File: src/rtl/core/lkv_pkg.sv
package lkv_pkg;

    localparam int CAPACITY_DEF   = 16;
    localparam int KEY_BITS_DEF   = 32;
    localparam int VALUE_BITS_DEF = 32;

    // fixed field widths of the request and response words
    localparam int DATA_W  = 32;
    localparam int COUNT_W = 5;

    typedef enum logic [1:0] {
        MODE_GET   = 2'd0,
        MODE_PUT   = 2'd1,
        MODE_ERASE = 2'd2,
        MODE_CLEAR = 2'd3
    } mode_t;

    typedef struct packed {
        mode_t              mode;
        logic [DATA_W-1:0]  key;
        logic [DATA_W-1:0]  value;
    } lkv_req_t;

    typedef struct packed {
        logic               found;
        logic [DATA_W-1:0]  value_out;
        logic [COUNT_W-1:0] entry_count;
    } lkv_rsp_t;

endpackage

File: src/rtl/core/lkv_store.sv
module lkv_store #(
    parameter int CAPACITY   = lkv_pkg::CAPACITY_DEF,
    parameter int KEY_BITS   = lkv_pkg::KEY_BITS_DEF,
    parameter int VALUE_BITS = lkv_pkg::VALUE_BITS_DEF
) (
    input  logic              clk,
    input  logic              rst_n,
    input  logic              upd,
    input  lkv_pkg::lkv_req_t req,
    output lkv_pkg::lkv_rsp_t rsp
);
    import lkv_pkg::*;

    localparam int KW = (KEY_BITS < DATA_W) ? KEY_BITS : DATA_W;
    localparam int VW = (VALUE_BITS < DATA_W) ? VALUE_BITS : DATA_W;
    localparam int RW = (CAPACITY > 1) ? $clog2(CAPACITY) : 1;
    localparam int CW = $clog2(CAPACITY + 1);

    // rank 0 is most recent; valid ranks are always 0 .. count-1
    logic          valid_reg [CAPACITY];
    logic [KW-1:0] key_reg   [CAPACITY];
    logic [VW-1:0] val_reg   [CAPACITY];
    logic [RW-1:0] rank_reg  [CAPACITY];
    logic [CW-1:0] count_reg;

    logic          valid_next [CAPACITY];
    logic [KW-1:0] key_next   [CAPACITY];
    logic [VW-1:0] val_next   [CAPACITY];
    logic [RW-1:0] rank_next  [CAPACITY];
    logic [CW-1:0] count_next;

    logic [KW-1:0] k;
    logic [VW-1:0] v;
    logic          hit_any;
    logic [RW-1:0] hit_idx;
    logic [RW-1:0] hit_rank;
    logic [VW-1:0] hit_val;
    logic          full;
    logic [RW-1:0] free_idx;
    logic [RW-1:0] lru_idx;
    logic [RW-1:0] victim;

    assign k    = req.key[KW-1:0];
    assign v    = req.value[VW-1:0];
    assign full = (count_reg == CW'(CAPACITY));

    // tag compare and slot pick, all slots in parallel
    always_comb
    begin
        hit_any  = 1'b0;
        hit_idx  = '0;
        free_idx = '0;
        lru_idx  = '0;
        for (int i = CAPACITY - 1; i >= 0; i--)
        begin
            if (valid_reg[i] && key_reg[i] == k)
            begin
                hit_any = 1'b1;
                hit_idx = RW'(i);
            end
            if (!valid_reg[i])
                free_idx = RW'(i);
            if (valid_reg[i] && rank_reg[i] == RW'(CAPACITY - 1))
                lru_idx = RW'(i);
        end
        hit_rank = rank_reg[hit_idx];
        hit_val  = val_reg[hit_idx];
        victim   = full ? lru_idx : free_idx;
    end

    always_comb
    begin
        count_next = count_reg;
        for (int i = 0; i < CAPACITY; i++)
        begin
            valid_next[i] = valid_reg[i];
            key_next[i]   = key_reg[i];
            val_next[i]   = val_reg[i];
            rank_next[i]  = rank_reg[i];
        end

        case (req.mode) inside
            MODE_GET, MODE_PUT:
            begin
                if (hit_any)
                begin
                    for (int i = 0; i < CAPACITY; i++)
                    begin
                        if (RW'(i) == hit_idx)
                        begin
                            rank_next[i] = '0;
                            if (req.mode == MODE_PUT)
                                val_next[i] = v;
                        end
                        else if (valid_reg[i] && rank_reg[i] < hit_rank)
                            rank_next[i] = rank_reg[i] + RW'(1);
                    end
                end
                else if (req.mode == MODE_PUT)
                begin
                    for (int i = 0; i < CAPACITY; i++)
                    begin
                        if (RW'(i) == victim)
                        begin
                            valid_next[i] = 1'b1;
                            key_next[i]   = k;
                            val_next[i]   = v;
                            rank_next[i]  = '0;
                        end
                        else if (valid_reg[i])
                            rank_next[i] = rank_reg[i] + RW'(1);
                    end
                    if (!full)
                        count_next = count_reg + CW'(1);
                end
            end
            MODE_ERASE:
            begin
                if (hit_any)
                begin
                    for (int i = 0; i < CAPACITY; i++)
                    begin
                        if (RW'(i) == hit_idx)
                            valid_next[i] = 1'b0;
                        else if (valid_reg[i] && rank_reg[i] > hit_rank)
                            rank_next[i] = rank_reg[i] - RW'(1);
                    end
                    count_next = count_reg - CW'(1);
                end
            end
            default:
            begin
                for (int i = 0; i < CAPACITY; i++)
                    valid_next[i] = 1'b0;
                count_next = '0;
            end
        endcase

        rsp.found       = hit_any && (req.mode != MODE_CLEAR);
        rsp.value_out   = (hit_any && req.mode == MODE_GET) ? DATA_W'(hit_val) : '0;
        rsp.entry_count = COUNT_W'(count_next);
    end

    always_ff @(posedge clk or negedge rst_n)
    begin
        if (!rst_n)
        begin
            count_reg <= '0;
            for (int i = 0; i < CAPACITY; i++)
            begin
                valid_reg[i] <= 1'b0;
                rank_reg[i]  <= '0;
            end
        end
        else if (upd)
        begin
            count_reg <= count_next;
            for (int i = 0; i < CAPACITY; i++)
            begin
                valid_reg[i] <= valid_next[i];
                rank_reg[i]  <= rank_next[i];
            end
        end
    end

    always_ff @(posedge clk)
    begin
        if (upd)
        begin
            for (int i = 0; i < CAPACITY; i++)
            begin
                key_reg[i] <= key_next[i];
                val_reg[i] <= val_next[i];
            end
        end
    end

endmodule

File: src/rtl/core/lru_key_value_cache.sv
// Channel   Words                       Handshake            Direction
// req       mode, key, value            req_valid/req_stall  into block
// rsp       found, value_out, entry_count rsp_valid/rsp_stall out of block
//
// One word per cycle sustained while rsp is not stalled; an accepted req word passes
// the input register, then the single-pass slot update (tag compare over all slots,
// recency rank update and result) into the result register, where rsp is valid.
// Reset empties the store at once: no clearing pass, stored keys and values
// are not reset and are only read through a valid slot.
// A stalled rsp holds the result register; req stalls only when the input
// register is full and cannot move into the held result register.
module lru_key_value_cache #(
    parameter int CAPACITY   = lkv_pkg::CAPACITY_DEF,
    parameter int KEY_BITS   = lkv_pkg::KEY_BITS_DEF,
    parameter int VALUE_BITS = lkv_pkg::VALUE_BITS_DEF
) (
    input  logic                         clk,
    input  logic                         rst_n,
    input  logic                         req_valid,
    output logic                         req_stall,
    input  lkv_pkg::mode_t               mode,
    input  logic [lkv_pkg::DATA_W-1:0]   key,
    input  logic [lkv_pkg::DATA_W-1:0]   value,
    output logic                         rsp_valid,
    input  logic                         rsp_stall,
    output logic                         found,
    output logic [lkv_pkg::DATA_W-1:0]   value_out,
    output logic [lkv_pkg::COUNT_W-1:0]  entry_count
);
    import lkv_pkg::*;

    // input register: the word waiting for its pass through the store
    logic     s1_valid_reg;
    logic     s1_valid_next;
    lkv_req_t s1_reg;

    // result register
    logic     rsp_valid_reg;
    logic     rsp_valid_next;
    lkv_rsp_t rsp_reg;

    lkv_rsp_t rsp_comb;
    logic     accept;
    logic     adv;

    // the input word moves on when the result register is empty or being drained
    assign adv       = s1_valid_reg && (!rsp_valid_reg || !rsp_stall);
    assign req_stall = s1_valid_reg && !adv;
    assign accept    = req_valid && !req_stall;

    always_comb
    begin
        s1_valid_next = s1_valid_reg;
        if (accept)
            s1_valid_next = 1'b1;
        else if (adv)
            s1_valid_next = 1'b0;

        rsp_valid_next = rsp_valid_reg;
        if (adv)
            rsp_valid_next = 1'b1;
        else if (!rsp_stall)
            rsp_valid_next = 1'b0;
    end

    always_ff @(posedge clk or negedge rst_n)
    begin
        if (!rst_n)
        begin
            s1_valid_reg  <= 1'b0;
            rsp_valid_reg <= 1'b0;
        end
        else
        begin
            s1_valid_reg  <= s1_valid_next;
            rsp_valid_reg <= rsp_valid_next;
        end
    end

    always_ff @(posedge clk)
    begin
        if (accept)
        begin
            s1_reg.mode  <= mode;
            s1_reg.key   <= key;
            s1_reg.value <= value;
        end
        if (adv)
            rsp_reg <= rsp_comb;
    end

    // store state commits in the same cycle the result is captured
    lkv_store #(
        .CAPACITY   (CAPACITY),
        .KEY_BITS   (KEY_BITS),
        .VALUE_BITS (VALUE_BITS)
    ) u_store (
        .clk   (clk),
        .rst_n (rst_n),
        .upd   (adv),
        .req   (s1_reg),
        .rsp   (rsp_comb)
    );

    assign rsp_valid   = rsp_valid_reg;
    assign found       = rsp_reg.found;
    assign value_out   = rsp_reg.value_out;
    assign entry_count = rsp_reg.entry_count;

    // input stalls only behind a held result
    a_stall_cause: assert property (@(posedge clk) disable iff (!rst_n)
        req_stall |-> (s1_valid_reg && rsp_valid_reg && rsp_stall))
        else $error("req stalled without a held result");

    // a word leaving the input register always shows up as a result
    a_adv_result: assert property (@(posedge clk) disable iff (!rst_n)
        adv |=> rsp_valid)
        else $error("advanced word produced no result");

    // clear leaves an empty store and reports no hit
    a_clear_empty: assert property (@(posedge clk) disable iff (!rst_n)
        (adv && s1_reg.mode == MODE_CLEAR) |=> (entry_count == '0 && !found))
        else $error("clear did not empty the store");

    // value_out is only nonzero on a get hit
    a_get_miss_zero: assert property (@(posedge clk) disable iff (!rst_n)
        (adv && s1_reg.mode != MODE_GET) |=> (value_out == '0))
        else $error("value returned on a non-get word");

endmodule
File: config.mk
export PLATFORM = sky130hd
export DESIGN_NAME = lru_key_value_cache
export DESIGN_NICKNAME = d
export VERILOG_FILES = /design/src/rtl/core/lkv_pkg.sv /design/src/rtl/core/lkv_store.sv /design/src/rtl/core/lru_key_value_cache.sv
export SDC_FILE = /design/constraint.sdc
export NUM_CORES = 2
export LEC_CHECK = 0
export BUFFER_PORTS_ARGS = -buffer_cell sky130_fd_sc_hd__buf_2
export CAP_MARGIN = 10
export CORE_MARGIN = 2
export CORE_UTILIZATION = 45
export CTS_CLUSTER_SIZE = 25
export DETAILED_ROUTE_END_ITERATION = 8
export PLACE_DENSITY = 0.63
export SYNTH_ARGS = -nofsm -noshare
export SYNTH_HDL_FRONTEND = slang
export SYNTH_SLANG_ARGS = --single-unit
File: constraint.sdc
create_clock -name clk -period 14.9 [get_ports clk]
set_clock_uncertainty 0.15 [all_clocks]
set_input_delay 1.49 -clock clk [delete_from_list [all_inputs] [get_ports clk]]
set_output_delay 1.49 -clock clk [all_outputs]
set_load 0.01 [all_outputs]
==> flow_metrics.tcl <==
set metrics [dict create \
    power_frac_comb_pct 14.5 \
    die_h_um 357 \
    status "complete, no violations" \
    maxSlewViolCount 0 \
    drt-initial-drc-count 4117 \
    grt_pass1_wl_mm 230 \
    synth_warnings 0 \
    fillers 10500 \
    rows 129 \
    grt_pass1_vias 34600 \
    clk_latency_ps 780 \
    syn_area_um2 56000 \
    power_density_nw_per_um2 137 \
    worst_slew_pin_slew_ps 1210 \
    p_int_w 0.00626 \
    coreArea_um2 124000 \
    syn_nets 4277 \
    period_share_pct 53.9 \
    regArea_um2 36000 \
    clock-sinks 1215 \
    cts_root_buf "clkbuf_16" \
    ir_drop_mv 0.133 \
    cts_tree "done" \
    drv_cap 0 \
    grt_antenna_before_repair 3 \
    cp.arrival_ps 8550 \
    end_kind "flop" \
    cts_max_path_buffers 3 \
    drc 0 \
    async_flop_share_pct 7.16 \
    crit_path_start_kind "flop" \
    p_leak_nw 22.4 \
    post_cts_buffers 0 \
    overflow 0 \
    fin_setup_tns_ps 0 \
    dp_hpwl_mm 94.2 \
    switching_power_w 0.00235 \
    period_needed_ps 8030 \
    fmaxAchievable_ghz 0.124 \
    seqPwrFrac_pct 47.1 \
    ys_ff_latch 1215 \
    wire_per_inst_um 26.1 \
    path_clk_slew_ps 70 \
    required_ps 15410 \
    clkPwrFrac_pct 38.4 \
    setup_viol 0 \
    total_power_w 0.00861 \
    area_growth_pct 12.4 \
    cts_hold_buf 0 \
    postSynthAreaPerCell_um2 13.6 \
    vias 36000 \
    start_util_pct 45.3 \
    cts_inserted_buffers 133 \
    synth-edff-count 1128 \
    fp.dieArea_um2 127000 \
    drive_above_1_share_pct 12.8 \
    fin_hold_ws_ps 344 \
    rsz0062_at_grt "no" \
    antenna_cells 0 \
    htreeDepth 4 \
    maxSlewHeadroom_pct 18.7 \
    setup.worst_path.class "reg2reg" \
    final_nets 4426 \
    syn_inst 4109 \
    gp_congestion 0.967 \
    drt.antenna.violating_nets 0 \
    path_max_fanout 37 \
    io_buffers 109 \
    die_width_um 357 \
    grt_use_total_pct 24.5 \
    ys_seq_area_share_pct 64.4 \
    cts-resized-gates 0 \
    synthFlopType "edfxtp_1" \
    dr.pass1.iters 6 \
    routed_via_density 6.00 \
    io-pin-count 110 \
    switching_share_pct 27.3 \
    ys_types 105 \
    multi_input_area_um2 18700 \
    drt-total-wl_mm 157 \
    holdCritPathClass "reg2reg" \
    hold_viol_final 0 \
    grt_start_max_net_pins 77 \
]
kinds of logic (layout without fill, tap and decap cells):
group / after synthesis / count (layout) / synth area share (%)
mux: 219 / 219 / 4.07
simple gates: 1174 / 1174 / 11.4
flops: 1215 / 1215 / 64.4
fa+ha+maj: 98 / 98 / 2.19
buf+inv: 297 / 550 / 2.68
xor+xnor: 500 / 500 / 7.82
compound gates: 606 / 606 / 7.48
cells in the mapped netlist (41+ instances only):
cell / n / share of area, %
dfrtp_1: 87 / 3.9
nor2_1: 182 / 1.2
nor4_1: 167 / 1.9
buf_2: 48 / 0.43
nand2b_1: 60 / 0.67
a211oi_1: 77 / 1.0
nor2b_1: 48 / 0.54
a31oi_1: 41 / 0.46
xnor2_1: 137 / 2.1
mux2_2: 61 / 1.2
o21ai_0: 121 / 1.1
nand3_1: 93 / 0.83
edfxtp_1: 1128 / 60
clkbuf_1: 88 / 0.59
inv_1: 89 / 0.60
ha_1: 98 / 2.2
nor3_1: 62 / 0.55
nand2_1: 257 / 1.7
xor2_1: 363 / 5.7
mux2i_1: 149 / 2.7
nand4_1: 113 / 1.3
a21oi_1: 108 / 0.97
layout make-up:
| class | count | share of cell area, % |
|---|---|---|
| inverter | 90 | 0.537 |
| timing repair buffer | 221 | 2.21 |
| tap | 1637 | 3.26 |
| clock inverter | 80 | 1.47 |
| multi-input combinational | 2597 | 29.8 |
| clock buffer | 159 | 5.48 |
| sequential | 1215 | 57.3 |
metal layers:
metal,GRT usage [%],part of all wire (%),vias up
li1,-,-,16000
met1,35.7,44,18100
met2,37.3,45,1652
met3,4.50,8.2,282
met4,7.53,2.7,4
met5,0,0.015,-
path summary, 6_finish.rpt:
path	slack (ps)	endpoint	from	depth (start not counted)
worst max register to register	6870	u_store.rank_reg[6]	s1_reg[33]	24
min in group asynchronous	520	u_store.count_reg[1]	rst_n	1
worst min-delay path	340	rsp_valid	s1_valid_reg	1
max in group asynchronous	12740	u_store.rank_reg[25]	rst_n	2
worst min register to register	340	rsp_valid	s1_valid_reg	1
worst max-delay path	6870	u_store.rank_reg[6]	s1_reg[33]	24
metrics by stage:
step                      worst slack [ps]  cells  area (µm²)  util [%]
after floorplan                       7980   4109       56000         -
after global routing                  6460   5999       62900      50.9
final                                 6870   5999       62900      50.9
after detailed placement              7040   5760       58500      47.4
after CTS                             7010   5999       62900      50.9
after global placement                7140   5760       58500      47.4
critical path, stage by stage, from the launching register on:
cell and delay (ps):
edfxtp_1 320, buf_4 440, xor2_1 160, or4_1 550, nor4_1 270, or4b_4 560
nand3b_4 200, nand4_2 170, a2bb2oi_4 660, buf_4 650, mux2i_1 170, nor2_1 120
a21oi_1 80, o211ai_1 850, buf_4 380, ha_1 280, o21ai_0 90, nand2b_1 80
a21oi_1 190, and2_1 170, nor2_1 50, a22o_1 240, a221oi_1 330, nand2_1 240
a2111o_1 450
power by group through the flow:
stage,Sequential [W],Combinational (W),Clock (W)
3_3_place_gp,0.00411,0.00120,0
4_1_cts,0.00405,0.00123,0.00336
3_5_place_dp,0.00412,0.00123,0
6_report,0.00405,0.00125,0.00331
5_1_grt,0.00407,0.00139,0.00350
2_1_floorplan,0.00406,0.000878,0
cell usage in the layout (no fill, tap or decap), types with 92 or more instances in the layout:
cell type / n
a21oi_1: 107
nand3_1: 92
o21ai_0: 121
nor4_1: 166
nand4_1: 113
buf_2: 108
nor2_1: 158
nand2_1: 257
xor2_1: 363
ha_1: 98
mux2i_1: 149
buf_4: 113
clkbuf_16: 134
xnor2_1: 137
edfxtp_1: 1128
Note: power is estimated with default switching activity, not from simulation.
